===== src/sv/assert_macros.svh =====
// Assertion macros used by the top level of the write framer.
`ifndef ASSERT_MACROS_SVH
`define ASSERT_MACROS_SVH

// Same-cycle implication, disabled while reset is high.
`define ASSERT_IMPLIES(label, clk, rst, ante, cons, msg) \
  label: assert property (@(posedge clk) disable iff (rst) (ante) |-> (cons)) \
    else $error(msg);

// Next-cycle implication, disabled while reset is high.
`define ASSERT_NEXT(label, clk, rst, ante, cons, msg) \
  label: assert property (@(posedge clk) disable iff (rst) (ante) |=> (cons)) \
    else $error(msg);

`endif


===== src/sv/sewf_pkg.sv =====
// Shared types, constants and the CRC-8 step function of the write framer.
`default_nettype none

package sewf_pkg;

  localparam int unsigned DEV_ADDR_W = 7;
  localparam int unsigned ADDR_W     = 8;
  localparam int unsigned VALUE_W    = 16;
  localparam int unsigned BYTE_W     = 8;
  localparam int unsigned STATUS_W   = 2;
  localparam int unsigned CFG_IDX_W  = 1;
  localparam int unsigned CFG_DATA_W = 7;
  localparam int unsigned QUEUE_DEPTH = 2;

  localparam logic [BYTE_W-1:0] CMD_EEPROM_BASE = 8'h10;
  localparam logic [ADDR_W-1:0] ADDR_LIMIT      = 8'h03;
  localparam logic [3:0]        ADDR_NIBBLE     = 4'hF;
  localparam logic [BYTE_W-1:0] CRC_POLY        = 8'h07;

  typedef enum logic [STATUS_W-1:0] {
    ST_OK         = 2'd0,
    ST_NOT_EEPROM = 2'd1,
    ST_PROTECTED  = 2'd2,
    ST_NOT_READY  = 2'd3
  } status_t;

  typedef enum logic [CFG_IDX_W-1:0] {
    REG_DEVICE_ADDRESS = 1'b0,
    REG_SENSOR_READY   = 1'b1
  } cfg_reg_t;

  typedef struct packed {
    status_t            status;
    logic [BYTE_W-1:0]  cmd;
    logic [BYTE_W-1:0]  lo;
    logic [BYTE_W-1:0]  hi;
  } job_t;

  typedef struct packed {
    logic full;
    logic empty;
  } q_stat_t;

  // One byte of CRC-8, polynomial 0x07, most significant bit first.
  function automatic logic [BYTE_W-1:0] crc8_byte(input logic [BYTE_W-1:0] crc,
                                                  input logic [BYTE_W-1:0] b);
    logic [BYTE_W-1:0] v;
    v = crc ^ b;
    for (int i = 0; i < BYTE_W; i++) begin
      if (v[BYTE_W-1]) begin
        v = {v[BYTE_W-2:0], 1'b0} ^ CRC_POLY;
      end else begin
        v = {v[BYTE_W-2:0], 1'b0};
      end
    end
    return v;
  endfunction

endpackage

`default_nettype wire


===== src/sv/sewf_if.sv =====
// Valid/ready channel interfaces for write requests and bus byte words.
`default_nettype none

interface sewf_req_if;
  logic                          valid;
  logic                          ready;
  logic                          access_kind;
  logic [sewf_pkg::ADDR_W-1:0]   word_address;
  logic [sewf_pkg::VALUE_W-1:0]  word_value;

  modport source (output valid, access_kind, word_address, word_value, input ready);
  modport sink   (input valid, access_kind, word_address, word_value, output ready);
endinterface

interface sewf_res_if;
  logic                          valid;
  logic                          ready;
  logic [sewf_pkg::BYTE_W-1:0]   bus_byte;
  logic                          frame_end;
  logic                          last;
  logic [sewf_pkg::STATUS_W-1:0] status;

  modport source (output valid, bus_byte, frame_end, last, status, input ready);
  modport sink   (input valid, bus_byte, frame_end, last, status, output ready);
endinterface

`default_nettype wire


===== src/sv/sewf_front.sv =====
// Front end: accepts write requests, checks them and builds a job for the queue.
`default_nettype none

module sewf_front (
  sewf_req_if.sink                 req,
  input  wire logic                sensor_ready,
  input  wire sewf_pkg::q_stat_t   q_stat,
  output logic                     push,
  output sewf_pkg::job_t           job
);

  assign req.ready = !q_stat.full;
  assign push      = req.valid && req.ready;

  always_comb begin
    priority if (req.access_kind) begin
      job.status = sewf_pkg::ST_NOT_EEPROM;
    end else if (req.word_address > sewf_pkg::ADDR_LIMIT) begin
      job.status = sewf_pkg::ST_PROTECTED;
    end else if (!sensor_ready) begin
      job.status = sewf_pkg::ST_NOT_READY;
    end else begin
      job.status = sewf_pkg::ST_OK;
    end
    job.cmd = sewf_pkg::CMD_EEPROM_BASE | {4'h0, req.word_address[3:0] & sewf_pkg::ADDR_NIBBLE};
    job.lo  = req.word_value[7:0];
    job.hi  = req.word_value[15:8];
  end

endmodule

`default_nettype wire


===== src/sv/sewf_queue.sv =====
// Short job queue between the front end and the byte sequencer.
`default_nettype none

module sewf_queue #(
  parameter int unsigned Depth = sewf_pkg::QUEUE_DEPTH
) (
  input  wire logic                clk,
  input  wire logic                rst,
  input  wire logic                push,
  input  wire sewf_pkg::job_t      push_job,
  input  wire logic                pop,
  output sewf_pkg::job_t           head_job,
  output sewf_pkg::q_stat_t        q_stat
);

  localparam int unsigned PtrW = (Depth > 1) ? $clog2(Depth) : 1;
  localparam int unsigned CntW = $clog2(Depth + 1);

  sewf_pkg::job_t  mem [Depth];
  logic [PtrW-1:0] wr_ptr;
  logic [PtrW-1:0] rd_ptr;
  logic [CntW-1:0] count;

  function automatic logic [PtrW-1:0] ptr_inc(input logic [PtrW-1:0] p);
    return (p == PtrW'(Depth - 1)) ? '0 : p + PtrW'(1);
  endfunction

  always_ff @(posedge clk) begin
    if (push) begin
      mem[wr_ptr] <= push_job;
    end
  end

  always_ff @(posedge clk) begin
    if (rst) begin
      wr_ptr <= '0;
      rd_ptr <= '0;
      count  <= '0;
    end else begin
      if (push) begin
        wr_ptr <= ptr_inc(wr_ptr);
      end
      if (pop) begin
        rd_ptr <= ptr_inc(rd_ptr);
      end
      if (push && !pop) begin
        count <= count + CntW'(1);
      end else if (pop && !push) begin
        count <= count - CntW'(1);
      end
    end
  end

  assign head_job     = mem[rd_ptr];
  assign q_stat.full  = (count == CntW'(Depth));
  assign q_stat.empty = (count == '0);

endmodule

`default_nettype wire


===== src/sv/sewf_back.sv =====
// Byte sequencer: turns queued jobs into erase and write frames with PEC.
`default_nettype none

module sewf_back (
  input  wire logic                            clk,
  input  wire logic                            rst,
  input  wire logic [sewf_pkg::DEV_ADDR_W-1:0] device_address,
  input  wire sewf_pkg::job_t                  head_job,
  input  wire sewf_pkg::q_stat_t               q_stat,
  output logic                                 pop,
  sewf_res_if.source                           res
);

  logic [sewf_pkg::BYTE_W-1:0]   seed;
  logic [sewf_pkg::BYTE_W-1:0]   crc;
  logic [2:0]                    idx;
  logic                          out_valid;
  logic [sewf_pkg::BYTE_W-1:0]   out_byte;
  logic                          out_frame_end;
  logic                          out_last;
  logic [sewf_pkg::STATUS_W-1:0] out_status;

  logic                          load;
  logic                          is_err;
  logic [sewf_pkg::BYTE_W-1:0]   byte_sel;
  logic                          crc_upd;
  logic [sewf_pkg::BYTE_W-1:0]   crc_next;

  // The address byte is the same for every frame, so its CRC is kept ready.
  always_ff @(posedge clk) begin
    seed <= sewf_pkg::crc8_byte('0, {device_address, 1'b0});
  end

  always_comb begin
    load   = !q_stat.empty && (!out_valid || res.ready);
    is_err = (head_job.status != sewf_pkg::ST_OK);
    unique case (idx)
      3'd0, 3'd4: byte_sel = head_job.cmd;
      3'd1, 3'd2: byte_sel = '0;
      3'd5:       byte_sel = head_job.lo;
      3'd6:       byte_sel = head_job.hi;
      default:    byte_sel = crc;
    endcase
    crc_upd  = load && !is_err && (idx[1:0] != 2'd3);
    crc_next = sewf_pkg::crc8_byte((idx[1:0] == 2'd0) ? seed : crc, byte_sel);
    pop      = load && (is_err || idx == 3'd7);
  end

  always_ff @(posedge clk) begin
    if (rst) begin
      out_valid <= 1'b0;
      idx       <= '0;
    end else begin
      if (load) begin
        out_valid <= 1'b1;
      end else if (res.ready) begin
        out_valid <= 1'b0;
      end
      if (load && !is_err) begin
        idx <= idx + 3'd1;
      end
    end
  end

  always_ff @(posedge clk) begin
    if (crc_upd) begin
      crc <= crc_next;
    end
    if (load) begin
      out_byte      <= is_err ? '0 : byte_sel;
      out_frame_end <= !is_err && (idx[1:0] == 2'd3);
      out_last      <= is_err || (idx == 3'd7);
      out_status    <= head_job.status;
    end
  end

  assign res.valid     = out_valid;
  assign res.bus_byte  = out_byte;
  assign res.frame_end = out_frame_end;
  assign res.last      = out_last;
  assign res.status    = out_status;

endmodule

`default_nettype wire


===== src/sv/smbus_eeprom_write_framer.sv =====
// Top level of the SMBus EEPROM write framer: configuration, front end, queue and sequencer.
//
// The req channel takes one write request per word: access kind, word address and value.
// The res channel gives the bus bytes, one per word, each with frame_end, last and status.
// A valid request yields eight words: the erase frame (command, 0, 0, PEC) and then the
// write frame (command, low byte, high byte, PEC); frame_end marks each PEC byte and last
// the final one. A rejected request yields one word with bus_byte 0, last 1 and the status.
// The cfg port writes device_address (index 0) and sensor_ready (index 1); it is to be
// written only while no request is in flight, and the block does not enforce this.
// The first word of a request passes through the queue and then the output register.
// The sequencer sends one byte per cycle while the receiver is ready and a job is queued;
// the front end keeps taking requests into the queue (QueueDepth entries) while the
// sequencer works. If the receiver stalls, the output word holds and the sequencer waits;
// once the queue fills, req.ready falls. Reset empties the queue and the output register
// and clears both configuration registers, so writes are rejected until sensor_ready is set.
`default_nettype none

`include "assert_macros.svh"

module smbus_eeprom_write_framer #(
  parameter int unsigned QueueDepth = sewf_pkg::QUEUE_DEPTH
) (
  input  wire logic                            clk,
  input  wire logic                            rst,
  input  wire logic                            cfg_we,
  input  wire logic [sewf_pkg::CFG_IDX_W-1:0]  cfg_index,
  input  wire logic [sewf_pkg::CFG_DATA_W-1:0] cfg_data,
  sewf_req_if.sink                             req,
  sewf_res_if.source                           res
);

  logic [sewf_pkg::DEV_ADDR_W-1:0] device_address;
  logic                            sensor_ready;

  logic                            push;
  logic                            pop;
  sewf_pkg::job_t                  push_job;
  sewf_pkg::job_t                  head_job;
  sewf_pkg::q_stat_t               q_stat;

  always_ff @(posedge clk) begin
    if (rst) begin
      device_address <= '0;
      sensor_ready   <= 1'b0;
    end else if (cfg_we) begin
      unique case (sewf_pkg::cfg_reg_t'(cfg_index))
        sewf_pkg::REG_DEVICE_ADDRESS: device_address <= cfg_data[sewf_pkg::DEV_ADDR_W-1:0];
        sewf_pkg::REG_SENSOR_READY:   sensor_ready   <= cfg_data[0];
      endcase
    end
  end

  sewf_front u_front (
    .req          (req),
    .sensor_ready (sensor_ready),
    .q_stat       (q_stat),
    .push         (push),
    .job          (push_job)
  );

  sewf_queue #(
    .Depth (QueueDepth)
  ) u_queue (
    .clk      (clk),
    .rst      (rst),
    .push     (push),
    .push_job (push_job),
    .pop      (pop),
    .head_job (head_job),
    .q_stat   (q_stat)
  );

  sewf_back u_back (
    .clk            (clk),
    .rst            (rst),
    .device_address (device_address),
    .head_job       (head_job),
    .q_stat         (q_stat),
    .pop            (pop),
    .res            (res)
  );

  `ASSERT_IMPLIES(a_err_word, clk, rst, res.valid && res.status != sewf_pkg::ST_OK, res.last && !res.frame_end && res.bus_byte == '0, "error word is not a single zero word")
  `ASSERT_IMPLIES(a_ok_last_ends_frame, clk, rst, res.valid && res.last && res.status == sewf_pkg::ST_OK, res.frame_end, "final word of a valid request does not end a frame")
  `ASSERT_NEXT(a_pop_shows_word, clk, rst, pop, res.valid && res.last, "finished job left no final word on the output")

endmodule

`default_nettype wire


===== src/flat_wrapper.sv =====
// flat-port wrapper written by rule: the top's interface ports become plain ports
module smbus_eeprom_write_framer_flat 
#(
  parameter int unsigned QueueDepth = sewf_pkg::QUEUE_DEPTH
)
  (clk, rst, cfg_we, cfg_index, cfg_data, req_valid, req_access_kind, req_word_address, req_word_value, req_ready, res_valid, res_bus_byte, res_frame_end, res_last, res_status, res_ready);
  sewf_req_if req_i ();
  sewf_res_if res_i ();
  input  wire logic clk;
  input  wire logic rst;
  input  wire logic cfg_we;
  input  wire logic [sewf_pkg::CFG_IDX_W-1:0] cfg_index;
  input  wire logic [sewf_pkg::CFG_DATA_W-1:0] cfg_data;
  input wire logic [$bits(req_i.valid)-1:0] req_valid;
  input wire logic [$bits(req_i.access_kind)-1:0] req_access_kind;
  input wire logic [$bits(req_i.word_address)-1:0] req_word_address;
  input wire logic [$bits(req_i.word_value)-1:0] req_word_value;
  output wire logic [$bits(req_i.ready)-1:0] req_ready;
  output wire logic [$bits(res_i.valid)-1:0] res_valid;
  output wire logic [$bits(res_i.bus_byte)-1:0] res_bus_byte;
  output wire logic [$bits(res_i.frame_end)-1:0] res_frame_end;
  output wire logic [$bits(res_i.last)-1:0] res_last;
  output wire logic [$bits(res_i.status)-1:0] res_status;
  input wire logic [$bits(res_i.ready)-1:0] res_ready;
  assign req_i.valid = req_valid;
  assign req_i.access_kind = req_access_kind;
  assign req_i.word_address = req_word_address;
  assign req_i.word_value = req_word_value;
  assign req_ready = req_i.ready;
  assign res_valid = res_i.valid;
  assign res_bus_byte = res_i.bus_byte;
  assign res_frame_end = res_i.frame_end;
  assign res_last = res_i.last;
  assign res_status = res_i.status;
  assign res_i.ready = res_ready;
  smbus_eeprom_write_framer #(.QueueDepth(QueueDepth)) u_core (.clk(clk), .rst(rst), .cfg_we(cfg_we), .cfg_index(cfg_index), .cfg_data(cfg_data), .req(req_i), .res(res_i));
endmodule

===== config.mk =====
export PLATFORM = sky130hd
export DESIGN_NAME = smbus_eeprom_write_framer_flat
export DESIGN_NICKNAME = d
export VERILOG_FILES = /design/src/sv/sewf_pkg.sv /design/src/sv/sewf_if.sv /design/src/sv/sewf_front.sv /design/src/sv/sewf_queue.sv /design/src/sv/sewf_back.sv /design/src/sv/smbus_eeprom_write_framer.sv /design/src/flat_wrapper.sv
export VERILOG_INCLUDE_DIRS = /design/src /design/src/sv
export SDC_FILE = /design/constraint.sdc
export NUM_CORES = 1
export LEC_CHECK = 0
export BUFFER_PORTS_ARGS = -buffer_cell sky130_fd_sc_hd__buf_4
export CORE_ASPECT_RATIO = 1.75
export CORE_MARGIN = 2
export CORE_UTILIZATION = 50
export CTS_BUF_LIST = sky130_fd_sc_hd__clkbuf_4 sky130_fd_sc_hd__clkbuf_8
export DETAILED_ROUTE_END_ITERATION = 10
export GPL_ROUTABILITY_DRIVEN = 1
export PLACE_DENSITY = 0.7
export SYNTH_ARGS = -nofsm -noshare
export SYNTH_HDL_FRONTEND = slang
export SYNTH_HIERARCHICAL = 1
export SYNTH_SLANG_ARGS = --single-unit
export TNS_END_PERCENT = 50

===== constraint.sdc =====
create_clock -name clk -period 3.42 [get_ports clk]
set_input_delay 0.513 -clock clk [delete_from_list [all_inputs] [get_ports clk]]
set_output_delay 0.513 -clock clk [all_outputs]
set_load 0.02 [all_outputs]

==> results of run 1 <==
## critical path: cells and delay by family, from the launching register on
family	cells	cell delay [ps]
AND/OR/NAND/NOR	3	950
multiplexers	1	440
buffers and inverters	2	380
flip-flops	1	310
adder cells (fa/ha/maj)	1	240
AO/OA/AOI/OAI	1	140
## path summary, 6_finish.rpt
path                             from                        to  slack (ps)
max                          register   u_core/u_queue/count[1]         870
min reg2reg  u_core/device_address[0]     u_core/u_back/seed[1]         500
max reg2reg                  register   u_core/u_queue/count[1]         870
min                 req_word_value[1]  u_core/u_queue/mem[0][9]         340
## cell families after synthesis
group | after synthesis
flip-flops | 97
AND/OR/NAND/NOR | 64
buffers and inverters | 51
XOR/XNOR | 38
multiplexers | 36
AO/OA/AOI/OAI | 30
adder cells (fa/ha/maj) | 6
other | 2
## power by group through the flow
stage	Clock, mW	Combinational [mW]	Sequential [mW]
finish	0.722	1.34	1.72
global route	0.783	1.45	1.75
CTS	0.736	1.35	1.72
detailed placement	0	1.34	1.75
global placement	0	1.31	1.75
floorplan	0	0.943	1.81
## cells in the mapped netlist (all sizes together)
cell type,instances
nand4bb,7
o21ai,8
inv,14
nor3b,4
ha,6
or2,1
mux2,26
a21oi,11
edfxtp,72
buf,35
conb,2
nor3,2
nand3,17
nand2b,9
nor4,1
xor2,16
clkbuf,2
nor2,11
dfxtp,25
and2,2
and2b,2
a21o,1
mux2i,10
a31oi,1
nor2b,6
a32oi,8
or3,2
xnor2,22
a21bo,1
## per-layer routing
layer | up-vias | track usage (%) | wire [µm]
met3 | 9 | 4.20 | 231
met4 | 0 | 6.60 | 133
met5 | - | 0 | 0
met1 | 1156 | 19.1 | 3010
met2 | 62 | 31.8 | 4270
li1 | 1191 | - | -
## registers in the layout, summed over array words and instances (netlist names), 2 cells and up, named ones only
signal                      cells
u_core/u_back/seed              8
u_core/u_queue/count            2
u_core/u_back/res.bus_byte      8
u_core/u_back/res.status        2
u_core/u_back/idx               3
u_core/u_back/crc               8
u_core/u_queue/mem             52
u_core/device_address           7
## layout make-up
cell class | instances | area [µm²]
Tap cell | 117 | 146
Timing Repair Buffer | 56 | 420
Sequential cell | 97 | 2660
Clock buffer | 10 | 138
Multi-Input combinational cell | 178 | 1480
Clock inverter | 6 | 57.6
Fill cell | 757 | 3710
Inverter | 14 | 52.6
==> reports/results.ini, run 1 <==
[route]
viasPerCell=5.06
firstDrtPassIters=4
drc=0
wl_um=7640
drtIter0Drc=131
vias=2418
wire_per_inst_um=16.0
ant_nets=0

[power_and_ir_drop]
seq_power_share_pct=45.4
peakVddDrop_uv=401
swShare_pct=31.6
p_leak_nw=1.86
power.total_mw=3.78
pwr-share-comb_pct=35.5
pwr-share-clk_pct=19.1
powerDensity_nw_per_um2=763
p_switching_mw=1.20
p_int_mw=2.59

[layout]
stdcell_area_um2=4960
layout.cells.non_filler=478
mostFrequentLayoutCells=72 x edfxtp_1, 56 x buf_4, 26 x mux2_2
antenna_cells=0
final_nets=400
area_delta_synth_final_pct=10.8
postLayoutCoreUtil_pct=57.2
mostFrequentLayoutCell=edfxtp_1
drive_gt1_share_pct=31.6

[clocking]
numCtsBuffers=9
clock_latency_ps=350
cts-resized-gates=0
cts.htree.levels=3
clockBufferDepth=2
cts_hold_buf=0
cts_num_sinks=97
cts_setup_buffers=0
cts_tree=built
cts.reportedPaths.clkPinSlew_ps=80
ctsRootBufferMaster=clkbuf_8

[sta]
fin_ws_ps=870
period_share_pct=74.6
rsz0062_at_grt=false
holdWs_ps=339
finalHoldViolations=0
setup_violations=0
finalCriticalPeriod_ps=2550
fmax_mhz=392
maxSlewViolCount=0
clock_skew_ps=6.64
tightestPinTransition_ps=730
setup_tns_ps=0
relSlewSlack_pct=51.3

[floorplan]
initial_core_util_pct=51.7
row_count=45
dieHeight_um=129
coreArea_um2=8670
die_w_um=75.6
io_pins=52
dieArea_um2=9760

[setup_path]
start_kind=register
reg2regPathDepth=8
worstSetupPathType=register to register
crit_path_max_fanout=26
worstPathCellList=buf_4 > mux2_2 > or3_1 > and2_1 > inv_1 > ha_1 > or3_1 > a21oi_1
crit_top_cell=or3_1
cp.required_ps=3700
worst_setup_path_end_kind=register
crit_path_max_incr_delay_ps=440
worst_ep_arrival_time_ps=2830
slowest_stage=mux2_2

[yosys]
synth.top_cells.by_area=edfxtp_1 48%, dfxtp_1 11%, mux2_2 6.5%
ys_types=39
synth_xor_area_share_pct=8.27
netlist_instances=324
synth_top_family_by_area=simple AND/OR/NAND/NOR gates
synthSimpleGateAreaFrac_pct=8.97
synth_compound_area_share_pct=4.97
ys_seq_area_share_pct=59.4
yosys.area.top_type=edfxtp_1
avgSynthCellArea_um2=13.8
synthAdderAreaFrac_pct=1.68
synth_area_um2=4480
ys_warn_count=6
synth_seq_cells=97
synth_top_area_share_pct=48.3
synthMuxAreaShare_pct=8.85

[global_routing]
grt_usage_pct=17.5
grt_overflow=0
grt_pass1_vias=2536
antenna_found_initial=0
grt_pass1_wl_um=12300
grt_start_max_net_pins=27

[job]
max_cap_viol_count=0

[placement]
gp_congestion=0.793
dp_cells=462
dp_hpwl_um=5520
pre_cts_ws_ps=857
place_area_um2=4770
io_buffers=51

[hold_path]
hp-class=input pin to register
whs_path_depth=1

[run_status]
status=finished, final reports clean

No activity file was read; power rests on OpenSTA's default activity.
==> run 2: changes to the inputs <==
PLACE_DENSITY = 0.73   (was 0.7)
clock period = 2.1 ns   (was 3.42 ns; I/O delays follow)
==> reports/results.ini, run 2 (synthesis gave the netlist of run 1 again) <==
[run_status]
status=finished, violations left
violations=negative setup slack

[route]
wl_um=9170  ; +20%
wire_per_inst_um=18.0  ; +13%
firstDrtPassIters=4  ; unchanged
viasPerCell=5.19  ; +2.7%
drc=0  ; unchanged
vias=2644  ; +9.3%
drtIter0Drc=177  ; +35%
ant_nets=0  ; unchanged

[power_and_ir_drop]
powerDensity_nw_per_um2=1240  ; +63%
power.total_mw=7.21  ; +90%
peakVddDrop_uv=702  ; +75%
p_leak_nw=2.13  ; +15%

[setup_path]
worstSetupPathType=register to register
cp.required_ps=2290  ; -1410 ps
path_delay_family=XOR/XNOR gates
crit_path_max_fanout=6  ; -77%
cp_num_buf_inv=2  ; unchanged
crit_path_max_incr_delay_ps=380  ; -60 ps
cp.depth=8  ; unchanged
worstPathCellList=buf_12 > buf_8 > mux2_4 > a21oi_4 > a32oi_4 > xnor2_2 > xor2_2 > xor2_1
slowest_stage=dfxtp_4
r2r_end=u_core/u_back/crc[4]
start_kind=register
worst_setup_path_end_kind=register
ff2ff_setup_slack_ps=-70  ; -940 ps
reg2regPathDepth=8  ; unchanged
worst_ep_arrival_time_ps=2360  ; -470 ps
crit_end=u_core/u_back/crc[4]

[layout]
drive_gt1_share_pct=49.7  ; +18 points
seqCellArea_um2=2670  ; +0.24%
mostFrequentLayoutCells=72 x buf_4, 72 x edfxtp_1, 22 x dfxtp_1
final_nets=431  ; +7.8%
fillers=627  ; -17%
top_register=u_core/u_queue/mem
area_delta_synth_final_pct=29.7
multi_input_area_um2=1940  ; +31%
antenna_cells=0  ; unchanged
layout.cells.non_filler=509  ; +6.5%
largest_register_ffs=52  ; unchanged
stdcell_area_um2=5810  ; +17%
postLayoutCoreUtil_pct=67.0  ; +9.8 points

[job]
max_cap_viol_count=0  ; unchanged

[sta]
holdWs_ps=129  ; -210 ps
setup_violations=6  ; +6
finalHoldViolations=0  ; unchanged
fmax_mhz=462  ; +18%
maxSlewViolCount=0  ; unchanged
finalCriticalPeriod_ps=2170  ; -384 ps
period_share_pct=103  ; +29 points
clock_skew_ps=15.3  ; +8.63 ps
setup_tns_ps=-208  ; -208 ps
fin_ws_ps=-66.2  ; -936 ps
rsz0062_at_grt=true

[hold_path]
hp-class=input pin to register
whs_path_depth=1  ; unchanged
min_from=req_word_value[15]

[floorplan]
dieHeight_um=129  ; unchanged
coreArea_um2=8670  ; unchanged
io_pins=52  ; unchanged
die_w_um=75.6  ; unchanged
row_count=45  ; unchanged
dieArea_um2=9760  ; unchanged
initial_core_util_pct=51.7  ; unchanged

[global_routing]
antenna_found_initial=0  ; unchanged
grt_usage_pct=18.9  ; +1.3 points
grt_overflow=0  ; unchanged
grt_pass1_vias=2830  ; +12%
grt_pass1_wl_um=13300  ; +8.3%
grt_start_max_net_pins=27  ; unchanged

[clocking]
cts.htree.levels=3  ; unchanged
ctsRootBufferMaster=clkbuf_8
cts_hold_buf=0  ; unchanged
clockBufferDepth=2  ; unchanged
cts.reportedPaths.clkPinSlew_ps=90  ; about the same
clock_latency_ps=370  ; +20 ps
numCtsBuffers=9  ; unchanged
cts_tree=built
cts_num_sinks=97  ; unchanged

[placement]
dp_hpwl_um=5910  ; +7.1%
pre_cts_ws_ps=-174  ; -1030 ps
io_buffers=51  ; unchanged
dp_cells=481  ; +4.1%
place_area_um2=5000  ; +4.8%
gp_congestion=0.890  ; +12%

run 2: cell count changes in the layout (fill, tap and decap cells not counted), sizes merged:
cell and delta:
buf +31, bufinv -1, clkbuf +2, clkinvlp +1, inv -2
run 2: worst register-to-register path, delay by kind of cell, from the launching register on:
| kind | cells | cell delay (ps) |
|---|---|---|
| xor+xnor | 3 | 750 |
| mux | 1 | 320 |
| buf+inv | 2 | 280 |
| compound gates | 2 | 270 |
| flops | 1 | 380 |
run 2: layer usage:
| metal | track usage, % | part of all wire, % |
|---|---|---|
| met1 | 19.8 | 36 |
| met2 | 33.2 | 57 |
| met3 | 4.28 | 4.2 |
| met4 | 10.8 | 3.0 |
| met5 | 0 | 0 |
run 2: how the worst min path moves through the flow:
stage	to
final	u_core/u_queue/mem[0][7]
after CTS	u_core/u_queue/mem[1][8]
after global placement	u_core/u_queue/count[1]
after global routing	u_core/u_queue/mem[0][7]
after floorplan	u_core/u_back/res.valid
after detailed placement	u_core/u_queue/count[1]
run 2: repair_timing:
action,in CTS,in global routing
setup endpoints to repair,10,12
pin swaps,35,35
cloned,1,0
gates resized for setup,54,44
buffers inserted,9,4
run 2: power by group:
part	internal, mW	switching, mW	total (mW)
Sequential	2.65	0.180	2.83
Combinational	1.67	1.60	3.27
Clock	0.491	0.613	1.10
Total	4.81	2.40	7.21
run 2: area by class of cell:
type | count | share of cell area [%]
multi-input cells | 178 | 33.5
inverters | 14 | 0.947
clock inverters | 4 | 0.452
clock buffers | 12 | 2.63
well taps | 117 | 2.52
repair buffers | 87 | 14.1
flip-flops and latches | 97 | 45.9
==> run 3: changes to the inputs <==
MAX_ROUTING_LAYER = met4   (was default)
==> reports/results.ini, run 3 (synthesis gave the netlist of run 1 again) <==
[clocking]
cts.htree.levels=3  ; unchanged
ctsRootBufferMaster=clkbuf_8
cts.reportedPaths.clkPinSlew_ps=90  ; about the same
numCtsBuffers=9  ; unchanged
cts_tree=built
clock_latency_ps=360  ; about the same
clockBufferDepth=2  ; unchanged
cts_num_sinks=97  ; unchanged
cts_hold_buf=0  ; unchanged

[sta]
clock_skew_ps=12.5  ; -2.76 ps
rsz0062_at_grt=true
finalHoldViolations=0  ; unchanged
period_share_pct=98.7  ; -4.4 points
setup_tns_ps=0  ; +208 ps
finalCriticalPeriod_ps=2070  ; -93.2 ps
maxSlewViolCount=0  ; unchanged
fmax_mhz=482  ; +4.5%
setup_violations=0  ; -6
holdWs_ps=131  ; +1.81 ps

[power_and_ir_drop]
p_leak_nw=2.11  ; -1.0%
powerDensity_nw_per_um2=1240  ; +0.27%
peakVddDrop_uv=699  ; -0.43%

[layout]
largest_register_ffs=52  ; unchanged
final_nets=427  ; -0.93%
top_register=u_core/u_queue/mem
antenna_cells=0  ; unchanged
mostFrequentLayoutCell=edfxtp_1
postLayoutCoreUtil_pct=67.2  ; +0.22 points
mostFrequentLayoutCells=72 x edfxtp_1, 71 x buf_4, 22 x dfxtp_1
drive_gt1_share_pct=49.4  ; -0.39 points
area_delta_synth_final_pct=30.2

[global_routing]
grt_overflow=0  ; unchanged
antenna_found_initial=0  ; unchanged
grt_pass1_wl_um=13500  ; +1.0%
grt_start_max_net_pins=27  ; unchanged
grt_usage_pct=20.0  ; +1.1 points
grt_pass1_vias=2770  ; -2.1%

[placement]
io_buffers=51  ; unchanged
gp_congestion=0.822  ; -7.7%
dp_hpwl_um=5790  ; -2.0%

[floorplan]
io_pins=52  ; unchanged
row_count=45  ; unchanged
initial_core_util_pct=51.7  ; unchanged
die_w_um=75.6  ; unchanged
dieHeight_um=129  ; unchanged
dieArea_um2=9760  ; unchanged
coreArea_um2=8670  ; unchanged

[setup_path]
slowest_stage=dfxtp_4
worstPathCellList=mux2_4 > or3_4 > and2_4 > inv_1 > ha_1 > or3_1 > a21oi_1
worstSetupPathType=register to register
cp.required_ps=2390  ; +100 ps
crit_path_max_incr_delay_ps=420  ; +40 ps
start_kind=register
crit_path_max_fanout=5  ; -1
worst_ep_arrival_time_ps=2370  ; about the same
worst_setup_path_end_kind=register

[route]
drtIter0Drc=137  ; -23%
vias=2583  ; -2.3%
wire_per_inst_um=17.7  ; -1.5%
firstDrtPassIters=4  ; unchanged
ant_nets=0  ; unchanged
wl_um=8940  ; -2.5%
drc=0  ; unchanged
viasPerCell=5.13  ; -1.3%

[hold_path]
hp-class=input pin to register
min_from=req_word_value[9]

[job]
max_cap_viol_count=0  ; unchanged

[run_status]
status=finished, final reports clean

==> run 3: changes by cell type in the layout (fill, tap and decap cells not counted), sizes merged <==
cell      change
clkbuf        -2
buf           -4
bufinv        +1
clkinvlp      +1
inv           -2
clkinv        +1
==> run 3: cell type report <==
type                    count  area, µm²
clock buffers              10        131
clock inverters             5       57.6
fillers                   626       2840
inverters                  14       52.6
multi-input cells         178       2020
flip-flops and latches     97       2670
well taps                 117        146
repair buffers             83        756
==> run 3: final timing paths <==
check                                           endpoint  slack [ps]  depth (start not counted)
worst min-delay path            u_core/u_queue/mem[0][1]         130                          1
worst max-delay path             u_core/u_queue/count[1]          30                          7
worst min register to register     u_core/u_back/seed[1]         510                          1
worst max register to register   u_core/u_queue/count[1]          30                          7
==> run 3: critical path: cells and delay by family (launching register included) <==
family	cells	cell delay [ps]
adders and majority gates	1	220
buffers and inverters	1	50
AOI/OAI and AO/OA	1	120
and+or+nand+nor	3	870
muxes	1	320
DFF	1	420
==> run 3: what timing repair did <==
item,4_1_cts,5_1_grt
buffers inserted,8,0
gates resized for setup,73,29
gates cloned,2,0
pin swaps,39,22
setup endpoints to repair,10,11
endpoints found under the hold margin,0,0
==> run 3: per-stage QoR <==
stage	setup slack [ps]	power [mW]	instance area, µm²	instances
after CTS	-17.6	7.08	5700	507
after floorplan	-360	4.48	4490	326
final	26.9	7.25	5830	504
after global placement	-161	5.26	5000	482
after global routing	-34.5	7.57	5830	504
after detailed placement	-127	5.33	5000	482
==> run 3: routing by layer <==
metal | wire length [µm] | up-vias | track usage [%]
met5 | 0 | - | -
met4 | 348 | 0 | 10.6
met3 | 342 | 19 | 4.51
met2 | 5140 | 69 | 35.0
met1 | 3100 | 1251 | 19.8
li1 | - | 1244 | -
==> run 3: power breakdown <==
| part | total [mW] | leakage [nW] | internal (mW) | switching [mW] |
|---|---|---|---|---|
| registers | 2.85 | 0.883 | 2.65 | 0.201 |
| logic | 3.24 | 1.14 | 1.68 | 1.57 |
| clock network | 1.15 | 0.0894 | 0.555 | 0.595 |
| total | 7.25 | 2.11 | 4.88 | 2.37 |
